## src/ksc_pkg.sv

```systemverilog
package ksc_pkg;

    // one row entry: reachable flag, least cost, distinct item count
    typedef struct packed {
        logic        valid;
        logic [31:0] cost;
        logic [7:0]  count;
    } t_entry;

    localparam int unsigned ENTRY_W = $bits(t_entry);

    // entry for volume zero: reachable at no cost with no items
    localparam t_entry ENTRY_ZERO = '{valid: 1'b1, cost: 32'd0, count: 8'd0};

    // unreachable entry
    localparam t_entry ENTRY_NONE = '{valid: 1'b0, cost: 32'd0, count: 8'd0};

    localparam int unsigned COST_W   = 16;
    localparam int unsigned VOLUME_W = 16;
    localparam int unsigned TARGET_W = 11;

endpackage

```

## src/ksc_relax_unit.sv

```systemverilog
module ksc_relax_unit
    import ksc_pkg::*;
(
    input  t_entry              i_base,
    input  t_entry              i_src_same,
    input  t_entry              i_src_new,
    input  logic [COST_W-1:0]   i_cost,
    output t_entry              o_entry
);

    // candidate from a source entry: saturating cost add, saturating count add
    function automatic t_entry make_cand(input t_entry src, input logic [COST_W-1:0] c,
                                         input logic inc);
        logic [32:0] sum;
        logic [8:0]  cnt;
        t_entry      res;
        sum = {1'b0, src.cost} + 33'(c);
        cnt = {1'b0, src.count} + 9'(inc);
        res.valid = src.valid;
        res.cost  = sum[32] ? 32'hFFFF_FFFF : sum[31:0];
        res.count = cnt[8] ? 8'hFF : cnt[7:0];
        return res;
    endfunction

    // keep the cheaper entry, larger count on equal cost
    function automatic t_entry pick(input t_entry dst, input t_entry cand);
        t_entry res;
        res = dst;
        if (cand.valid) begin
            if (!dst.valid || cand.cost < dst.cost) begin
                res = cand;
            end else if (cand.cost == dst.cost && cand.count > dst.count) begin
                res.count = cand.count;
            end
        end
        return res;
    endfunction

    t_entry cand_same;
    t_entry cand_new;
    t_entry mid;

    // both adders work in parallel, then two compare steps
    always_comb begin
        cand_same = make_cand(i_src_same, i_cost, 1'b0);
        cand_new  = make_cand(i_src_new, i_cost, 1'b1);
        mid       = pick(i_base, cand_same);
        o_entry   = pick(mid, cand_new);
    end

endmodule

```

## config.mk

```make
export PLATFORM = sky130hd
export DESIGN_NAME = ksc_relax_unit
export DESIGN_NICKNAME = d
export VERILOG_FILES = /design/src/ksc_pkg.sv /design/src/ksc_relax_unit.sv
export SDC_FILE = /design/constraint.sdc
export NUM_CORES = 1
export LEC_CHECK = 0
export ABC_AREA = 0
export BUFFER_PORTS_ARGS = -buffer_cell sky130_fd_sc_hd__buf_4
export CAP_MARGIN = 10
export CORE_ASPECT_RATIO = 0.8
export CORE_MARGIN = 3
export CORE_UTILIZATION = 56
export DETAILED_ROUTE_END_ITERATION = 6
export PLACE_DENSITY = 0.86
export SETUP_SLACK_MARGIN = 0.02
export SYNTH_ARGS = -nofsm -noshare
export SYNTH_HDL_FRONTEND = slang
export SYNTH_SLANG_ARGS = --single-unit
export TNS_END_PERCENT = 30
```

## constraint.sdc

```tcl
create_clock -name vclk -period 6.9
set_input_delay 0.345 -clock vclk [all_inputs]
set_output_delay 0.345 -clock vclk [all_outputs]
set_load 0.005 [all_outputs]
```

# Word-level counts from Yosys, hierarchy flattened
# Index checks and enable logic that the tools add are counted.
[op_classes]
n_reduce_logical = 6
eq_ne = 2
magnitude_cmp = 4
addsub = 3
muxes = 11
[ops]
columns = ["operator", "n"]
rows = [
  ["41-bit two-way mux", 2],
  ["32-bit by 16-bit adder with 33-bit output", 2],
  ["33-bit two-way mux", 2],
  ["32-bit == test", 2],
  ["32-bit < comparator", 2],
  ["32-bit two-way mux", 2],
  ["8-bit two-way mux", 5],
  ["8-bit > comparator", 2],
  ["8-bit by 1-bit adder with 9-bit output (second input constant)", 1],
  ["1-bit logical AND", 2],
  ["1-bit zero test", 2],
  ["1-bit logical OR", 2],
]
[totals]
ff_bits = 0

# Logic depth before layout (Yosys ltp)
# Gate-level depths: netlist of run 1.
[depth]
ltp_word = 12
ltp_mapped = 28

# Worst setup path before layout of run 1
# Ideal clock, no wire load.
[synth_timing]
path_type = "input-to-output"
from = "in i_src_same[8] in the netlist's numbering"
to = "out o_entry[35] in the netlist's numbering"
arrival_time_ns = 6.111
n_path_buf = 5
required_ns = 6.555
path_stages = 26
path_slack_ns = 0.444
path_cell_list = "ha_1 -> fa_1 -> a211oi_1 -> o211ai_1 -> nand2_1 -> a2111o_1 -> buf_2 -> buf_2 -> buf_1 -> nand2_1 -> ha_1 -> a21oi_2 -> nand2_1 -> a221o_1 -> o31a_4 -> o21ai_4 -> buf_6 -> mux2i_1 -> ha_1 -> nor2b_1 -> o211ai_1 -> a21oi_1 -> o311a_1 -> o31ai_1 -> buf_2 -> mux2_2"
[synth_lines]
columns = ["element", "line", "rtl"]
rows = [
  ["from (decl)", "ksc_relax_unit.sv:5", "input t_entry i_src_same,"],
  ["to (decl)", "ksc_relax_unit.sv:8", "output t_entry o_entry"],
]

==> results of run 1 <==
[report_power, final]
part           internal, mW  switching (mW)  total, mW
clock network             0               0          0
logic                 0.415           0.448      0.864
registers                 0               0          0
[final cells by class]
cell class | count | area (µm²)
multi-input combinational | 757 | 5800
fill | 789 | 2310
timing repair buffer | 221 | 1800
inverter | 74 | 278
tap | 140 | 175
[through the flow]
step                TNS [ps]  total power [mW]  util, %  setup slack (ps)
floorplan                  0             0.481        -               444
global placement           0             0.778     74.2               206
CTS                        0             0.791     74.2              78.0
finish                     0             0.864     77.7              25.0
detailed placement         0             0.786     74.2               113
global route           -1620             0.941     77.7              -144
[placed cells by master, fill, tap and decap left out, types with 18 or more instances in the layout]
cell type / netlist / final
mux2i_1: 47 / 41
inv_1: 74 / 74
a211oi_1: 23 / 20
o21ai_0: 52 / 49
a21oi_1: 62 / 58
nand4_1: 25 / 25
xnor2_1: 25 / 25
nor2_1: 44 / 44
nand3_1: 28 / 27
nand2_1: 83 / 81
ha_1: 113 / 110
buf_4: 2 / 209
a21o_1: 18 / 18
[cells by family (layout without fill, tap and decap cells)]
logic type / after synthesis / after routing / synth area share, %
buf+inv: 101 / 295 / 6.99
fa+ha+maj: 115 / 115 / 24.1
xor+xnor: 38 / 38 / 5.52
compound gates: 267 / 267 / 30.3
simple gates: 280 / 280 / 23.3
mux: 57 / 57 / 9.85
[metal layers]
metal / track usage [%] / wire [µm] / up-vias
met5: 0 / 0 / -
met4: 4.73 / 351 / 0
met1: 46.0 / 9540 / 3403
met3: 6.37 / 2370 / 41
li1: - / - / 3616
met2: 52.8 / 9570 / 398
[timing repair]
item | CTS | global route
setup endpoints to repair | 0 | 40
endpoints found under the hold margin | 0 | 0
setup buffers | 0 | 11
gates resized for setup | 0 | 41
[worst paths after layout]
path          end        from  depth (start not counted)  slack, ps
max   o_entry[35]   i_cost[0]                         30         20
min   o_entry[40]  i_base[40]                          3        990
==> impl_metrics.py, run 1 <==
metrics = {
    "finish": {
        "layoutNonFillerInstCount": 1192,
        "area.sequential_um2": 0,
        "nets": 1308,
        "seq_cells": 0,
        "nClkBuffers": 0,
        "drive_gt1_share_pct": 27.9,
        "fin_area_um2": 8060,
        "antenna_cells": 0,
        "area_growth_pct": 33.5,
    },
    "grt": {
        "track_usage_pct": 32.7,
        "grt_pass1_vias": 6748,
        "grt_max_degree": 31,
        "grt.overflow.total": 0,
        "grt_pass1_wl_um": 32900,
        "grt_antenna_before_repair": 0,
    },
    "clocking": {
        "postCtsHoldBufs": 0,
    },
    "worst_setup_path": {
        "worstPathRequired_ps": 6550,
        "path_buf_inv": 8,
        "critical_path.top_delay_family": "compound AO/OA/AOI/OAI gates",
        "start_kind": "input port",
        "crit_path_end_kind": "output pin",
        "crit_path_max_fanout": 10,
        "slowest_delay_ps": 430,
        "critPathArrivalTime_ps": 6530,
        "crit_path_frequent_cell": "buf_4",
        "slowest_stage": "a2111oi_1",
        "crit_type": "in2out",
    },
    "timing": {
        "whs_ps": 992,
        "min_period_ps": 6880,
        "fmax_ghz": 0.145,
        "post-route-period-util_pct": 99.6,
        "worst_pin_slew_ps": 673,
        "setup_violations": 0,
        "hold_violations": 0,
        "slew_headroom_pct": 55.1,
        "slew_viol_final": 0,
    },
    "floorplan": {
        "ios": 180,
        "die_h_um": 98.8,
        "core_um2": 10400,
        "die_w_um": 122,
        "fp-row-count": 33,
        "start_util_pct": 58.2,
        "design.die.area_um2": 12100,
    },
    "pwr": {
        "vdd_drop_max_mv": 0.0578,
        "p_per_area_nw_per_um2": 107,
        "p_leak_nw": 3.93,
    },
    "drt": {
        "drc_errors": 0,
        "vias_per_cell": 6.26,
        "wl_per_cell_um": 18.3,
        "drt_iter0_drc": 780,
        "wirelength_um": 21800,
        "route.antenna.remaining_nets": 0,
        "vias": 7458,
        "dr.pass1.iters": 7,
    },
    "yosys": {
        "netlist_top_cells_count": "113 x ha_1, 83 x nand2_1, 74 x inv_1, 62 x a21oi_1, 52 x o21ai_0",
        "yosysTopAreaCell": "ha_1",
        "ys_seq_area_share_pct": 0,
        "syn_avg_cell_area_um2": 7.03,
        "syn-num-nets": 1112,
        "synth_top_area_share_pct": 23.4,
        "synth_cell_types": 71,
        "ys_warn_count": 0,
        "synth_area_leaders": "ha_1 23%, mux2i_1 7.8%, nand2_1 5.2%, a21oi_1 5.1%, inv_1 4.6%",
        "syn_area_um2": 6030,
        "yosysMostFrequentCell": "ha_1",
        "synthCells": 858,
    },
    "run": {
        "maxCapViolations": 0,
    },
    "place": {
        "place_hpwl_um": 18000,
        "place.gp.congestion": 0.963,
        "dpl_cell_area_um2": 7690,
        "dp.cells": 1177,
        "port_buffers": 180,
    },
    "min_path": {
        "hold_path.class": "in2out",
    },
    "run_status": {
        "status": "complete, no violations",
    },
}
(Power assumes the default switching activity.)
==> run 2, diff against run 1 <==
==> constraint.sdc (replaced) <==
create_clock -name vclk -period 6.9
set_input_delay 1.38 -clock vclk [all_inputs]
set_output_delay 1.38 -clock vclk [all_outputs]
set_load 0.005 [all_outputs]
==> run 2 against run 1 <==
  * Synthesized cell count stayed put
  * The run now fails in global routing
  * Synthesized area stayed put
==> impl_metrics.py, run 2 <==
metrics = {
    "yosys": {
        "ys_warn_count": 0,
        "yosysMostFrequentCell": "ha_1",
        "netlist_top_cells_count": "113 x ha_1, 83 x nand2_1, 74 x inv_1, 62 x a21oi_1, 52 x o21ai_0",
        "syn_area_um2": 6030,
        "synthCells": 858,
        "synth_top_area_share_pct": 23.4,
        "syn_avg_cell_area_um2": 7.03,
        "syn-num-nets": 1112,
        "synth_cell_types": 71,
        "ys_seq_area_share_pct": 0,
        "synth_area_leaders": "ha_1 23%, mux2i_1 7.8%, nand2_1 5.2%, a21oi_1 5.1%, inv_1 4.6%",
        "yosysTopAreaCell": "ha_1",
    },
    "floorplan": {
        "fp-row-count": 33,
        "ios": 180,
        "start_util_pct": 58.2,
        "die_h_um": 98.8,
        "die_w_um": 122,
    },
    "grt": {
        "grt_max_degree": 22,
        "grt.overflow.total": 65,
        "grt_pass1_wl_um": 74400,
        "grt_pass1_vias": 12512,
        "track_usage_pct": 78.9,
    },
    "place": {
        "dp.cells": 1366,
        "place_hpwl_um": 23100,
        "preCtsSetupSlack_ps": -1950,
        "port_buffers": 180,
        "place.gp.congestion": 1.02,
    },
    "run_status": {
        "firstError": "[ERROR GRT-0116] Global routing finished with congestion. Check the congestion regions in the DRC Viewer.",
        "stop_stage": "global routing",
        "status": "aborted with a tool error",
    },
}
run 2: cell counts after synthesis:
Identical to the previous run, type by type.
run 2: cells by family after synthesis:
logic type	after synthesis	synth area share, %
compound gates	267	30.3
xor+xnor	38	5.52
fa+ha+maj	115	24.1
buf+inv	101	6.99
mux	57	9.85
simple gates	280	23.3
run 2: timing repair:
| action | CTS |
|---|---|
| pin swaps | 31 |
| buffers inserted | 37 |
| cloned | 5 |
| hold buffers | 0 |
| setup endpoints to repair | 40 |
| resized for setup | 78 |
run 2: routing by layer:
metal	GRT usage [%]	GRT overflow
met1	77.3	0
met2	93.3	37
met3	66.4	2
met4	81.6	26
met5	35.0	0
run 2: through the flow:
stage | instance area (µm²) | hold slack (ps)
4_1_cts | 10000 | 3100
3_5_place_dp | 9290 | 3090
2_1_floorplan | 6310 | 2850
3_3_place_gp | 9290 | 3080
==> run 3, diff against run 2 <==
CORE_ASPECT_RATIO = default   (was 0.8)
CORE_UTILIZATION = 40   (was 56)
PLACE_DENSITY = default   (was 0.86)
PLACE_DENSITY_LB_ADDON = 0.15   (was default)
SETUP_SLACK_MARGIN = default   (was 0.02)
==> run 3 against run 2 <==
  * The flow now finishes, with violations (negative setup slack)
==> impl_metrics.py, run 3 (synthesized netlist as in run 1, its figures left out) <==
metrics = {
    "run_status": {
        "status": "complete, but fails checks",
        "violations": "negative setup slack",
    },
    "clocking": {
        "postCtsHoldBufs": 0,
    },
    "worst_setup_path": {
        "crit_path_max_fanout": 12,
        "slowest_delay_ps": 400,
        "crit_path_frequent_cell": "buf_4",
        "slowest_stage": "o31a_4",
        "crit_path_end_kind": "output pin",
        "worstPathRequired_ps": 5520,
        "crit_type": "in2out",
        "crit_start": "i_src_same[12]",
        "start_kind": "input port",
        "critPathArrivalTime_ps": 7160,
        "critical_path.top_delay_family": "compound AO/OA/AOI/OAI gates",
        "path_buf_inv": 7,
    },
    "timing": {
        "min_period_ps": 8540,
        "setup_violations": 40,
        "slew_headroom_pct": 61.2,
        "worst_pin_slew_ps": 576,
        "layout_setup_ws_ps": -1640,
        "fmax_ghz": 0.117,
        "slew_viol_final": 0,
        "hold_violations": 0,
        "post-route-period-util_pct": 124,
        "rsz0062_at_grt": "yes",
        "finalSetupTns_ps": -63110,
    },
    "finish": {
        "seq_cells": 0,
        "antenna_cells": 0,
        "drive_gt1_share_pct": 46.5,
        "area_growth_pct": 73.8,
        "area.sequential_um2": 0,
        "nets": 1508,
        "layout_common_cells": "387 x buf_4, 82 x ha_1, 74 x inv_1",
        "final_util_pct": 71.6,
        "layoutNonFillerInstCount": 1436,
        "fill_cells": 1153,
        "nClkBuffers": 0,
        "fin_area_um2": 10500,
        "final_common_cell": "buf_4",
        "multi_input_area_um2": 6560,
    },
    "pwr": {
        "swShare_pct": 47.2,
        "p_leak_nw": 5.04,
        "p_seq_share_pct": 0,
        "vdd_drop_max_mv": 0.0587,
        "p_per_area_nw_per_um2": 114,
        "internal_power_uw": 631,
        "p_comb_share_pct": 100.0,
        "power_switching_uw": 565,
        "clkPwrFrac_pct": 0,
    },
    "place": {
        "dpl_cell_area_um2": 9400,
        "port_buffers": 180,
        "place_hpwl_um": 20000,
        "dp.cells": 1410,
        "place.gp.congestion": 0.925,
    },
    "grt": {
        "grt_pass1_wl_um": 36900,
        "grt.overflow.total": 0,
        "grt_pass1_vias": 7557,
        "track_usage_pct": 26.9,
        "grt_antenna_before_repair": 0,
        "grt_max_degree": 22,
    },
    "floorplan": {
        "fp-row-count": 44,
        "die_w_um": 129,
        "ios": 180,
        "core_um2": 14600,
        "start_util_pct": 41.2,
        "die_h_um": 129,
        "design.die.area_um2": 16600,
    },
    "drt": {
        "drc_errors": 0,
        "vias_per_cell": 5.74,
        "drt_iter0_drc": 506,
        "wl_per_cell_um": 17.7,
        "dr.pass1.iters": 4,
        "vias": 8248,
        "wirelength_um": 25400,
        "route.antenna.remaining_nets": 0,
    },
    "min_path": {
        "min_from": "i_base[40]",
        "hold_path.class": "in2out",
    },
    "run": {
        "maxCapViolations": 0,
    },
}
[run 3: layer usage]
layer  GRT usage (%)  routed length, µm  vias to the layer above
met5               0                  0                        -
met3            1.70               1460                       36
li1                -                  -                     4015
met2            44.9              12000                      309
met4            5.50                564                        0
met1            38.2              11400                     3888
[run 3: per-stage QoR]
| step | hold WS [ps] | setup slack (ps) | total power [mW] |
|---|---|---|---|
| after global routing | 3070 | -1840 | 1.28 |
| final | 3060 | -1640 | 1.20 |
| after detailed placement | 3050 | -1730 | 0.975 |
| after global placement | 3050 | -1610 | 0.963 |
| after floorplan | 2850 | -785 | 0.511 |
| after CTS | 3050 | -1500 | 1.05 |
[run 3: final timing paths]
kind	endpoint	slack [ps]	cells after the start
worst max-delay path	o_entry[25]	-1640	29
worst min-delay path	o_entry[40]	3060	3
[run 3: power groups by stage]
| stage | Sequential [mW] | Combinational [mW] | Clock [mW] |
|---|---|---|---|
| 2_1_floorplan | 0 | 0.511 | 0 |
| 3_3_place_gp | 0 | 0.963 | 0 |
| 3_5_place_dp | 0 | 0.975 | 0 |
| 4_1_cts | 0 | 1.05 | 0 |
| 5_1_grt | 0 | 1.28 | 0 |
| 6_report | 0 | 1.20 | 0 |
[run 3: final cells by class]
class	count	share of cell area, %
tap	184	2.19
multi-input combinational	757	62.6
timing repair buffer	421	32.6
inverter	74	2.65
[run 3: repair_timing]
action | 4_1_cts | 5_1_grt
pin swaps | 35 | 39
gates resized for setup | 70 | 111
cloned | 2 | 2
buffers inserted | 17 | 9
setup endpoints to repair | 40 | 40
==> run 4, diff against run 3 <==
==> constraint.sdc (replaced) <==
create_clock -name vclk -period 6.9
set_input_delay 0.69 -clock vclk [all_inputs]
set_output_delay 0.69 -clock vclk [all_outputs]
set_load 0.005 [all_outputs]
==> run 4 against run 3 <==
  * Sequential share of layout area is the same
  * Power shrank 2.2%
  * Global-route usage grew 1.2 points
  * Hold slack lost 1400 ps
  * Clock-buffer cell count is the same
  * Non-clock buffer count shrank 35
  * Critical path depth is the same
  * Combinational power is essentially flat
  * Design area shrank 2.6%
  * The run still ends with negative setup slack left
==> impl_metrics.py, run 4 (synthesized netlist as in run 1, its figures left out) <==
metrics = {
    "drt": {
        "route.antenna.remaining_nets": 0,
        "wirelength_um": 25900,
        "vias": 8183,
        "drt_iter0_drc": 522,
        "vias_per_cell": 5.84,
        "wl_per_cell_um": 18.5,
        "dr.pass1.iters": 6,
        "drc_errors": 0,
    },
    "run_status": {
        "status": "complete, but fails checks",
        "violations": "negative setup slack",
    },
    "pwr": {
        "p_per_area_nw_per_um2": 114,
        "vdd_drop_max_mv": 0.0517,
        "power_mw": 1.17,
        "p_leak_nw": 4.83,
    },
    "grt": {
        "grt_pass1_wl_um": 38600,
        "grtUsageMet2_pct": 47.9,
        "grt_use_met3_pct": 1.33,
        "track_usage_pct": 28.1,
        "grt_pass1_vias": 7786,
        "grt_util_met1_pct": 39.7,
        "grt_antenna_before_repair": 0,
        "grt_max_degree": 31,
        "busiest_layer": "met2",
        "grt.overflow.total": 0,
    },
    "finish": {
        "layout_common_cells": "348 x buf_4, 81 x ha_1, 74 x inv_1",
        "nClkBuffers": 0,
        "area.sequential_um2": 0,
        "antenna_cells": 0,
        "area_growth_pct": 69.4,
        "drive_gt1_share_pct": 45.8,
        "fill_cells": 1223,
        "seq_cells": 0,
        "multi_input_area_um2": 6590,
        "nets": 1473,
        "final_common_cell": "buf_4",
    },
    "place": {
        "port_buffers": 180,
        "place_hpwl_um": 19700,
        "preCtsSetupSlack_ps": -672,
        "place.gp.congestion": 0.974,
    },
    "timing": {
        "post-route-period-util_pct": 107,
        "rsz0062_at_grt": "yes",
        "slew_viol_final": 0,
        "hold_violations": 0,
        "fmax_ghz": 0.135,
        "finalSetupTns_ps": -16320,
        "layout_setup_ws_ps": -495,
        "slew_headroom_pct": 56.7,
        "setup_violations": 40,
        "worst_pin_slew_ps": 650,
        "min_period_ps": 7400,
    },
    "worst_setup_path": {
        "crit_path_max_fanout": 8,
        "crit_path_end_kind": "output pin",
        "start_kind": "input port",
        "worstPathRequired_ps": 6210,
        "slowest_delay_ps": 380,
        "slowest_stage": "o31a_4",
        "critPathArrivalTime_ps": 6710,
        "crit_type": "in2out",
    },
    "floorplan": {
        "design.die.area_um2": 16600,
        "start_util_pct": 41.2,
        "fp-row-count": 44,
        "die_w_um": 129,
        "die_h_um": 129,
        "ios": 180,
        "core_um2": 14600,
    },
    "run": {
        "maxCapViolations": 0,
    },
    "min_path": {
        "hold_path.class": "in2out",
    },
    "clocking": {
        "postCtsHoldBufs": 0,
    },
}
run 4: per-layer routing:
layer	wire length, µm	share of wire [%]
met5	0	0
met4	845	3.3
met3	1550	6.0
met2	12100	47
met1	11400	44
run 4: final timing paths:
kind	from	to	slack (ps)	cells past startpoint
setup / recovery	i_cost[0]	o_entry[10]	-500	29
hold / removal	i_base[40]	o_entry[40]	1680	3
run 4: through the flow:
stage | std cells | area [µm²] | hold slack [ps] | utilization (%)
global placement | 1357 | 8750 | 1670 | 59.8
global route | 1401 | 10200 | 1710 | 69.8
CTS | 1388 | 9810 | 1680 | 67.0
floorplan | 858 | 6040 | 1470 | -
finish | 1401 | 10200 | 1680 | 69.8
detailed placement | 1357 | 8750 | 1680 | 59.8
run 4: layout make-up:
type / count / area share [%]
Timing Repair Buffer: 386 / 30.5
Multi-Input combinational cell: 757 / 64.5
Inverter: 74 / 2.72
Tap cell: 184 / 2.25
run 4: power breakdown:
group / switching [mW] / total [mW] / leakage [nW] / internal, mW
registers: 0 / 0 / 0 / 0
logic: 0.561 / 1.17 / 4.83 / 0.608
clock network: 0 / 0 / 0 / 0
total: 0.561 / 1.17 / 4.83 / 0.608
run 4: repair_timing:
action | 4_1_cts | 5_1_grt
resized for setup | 165 | 60
setup endpoints to repair | 40 | 40
gates cloned | 2 | 0
buffers inserted | 31 | 16
pin swaps | 65 | 56
run 4: critical path, delay by kind of cell:
kind | cells | cell delay, ps
AOI/OAI and AO/OA | 14 | 3100
muxes | 1 | 280
buffers and inverters | 7 | 1000
adders and majority gates | 4 | 1070
xor gates and xnor gates | 1 | 350
and+or+nand+nor | 2 | 190
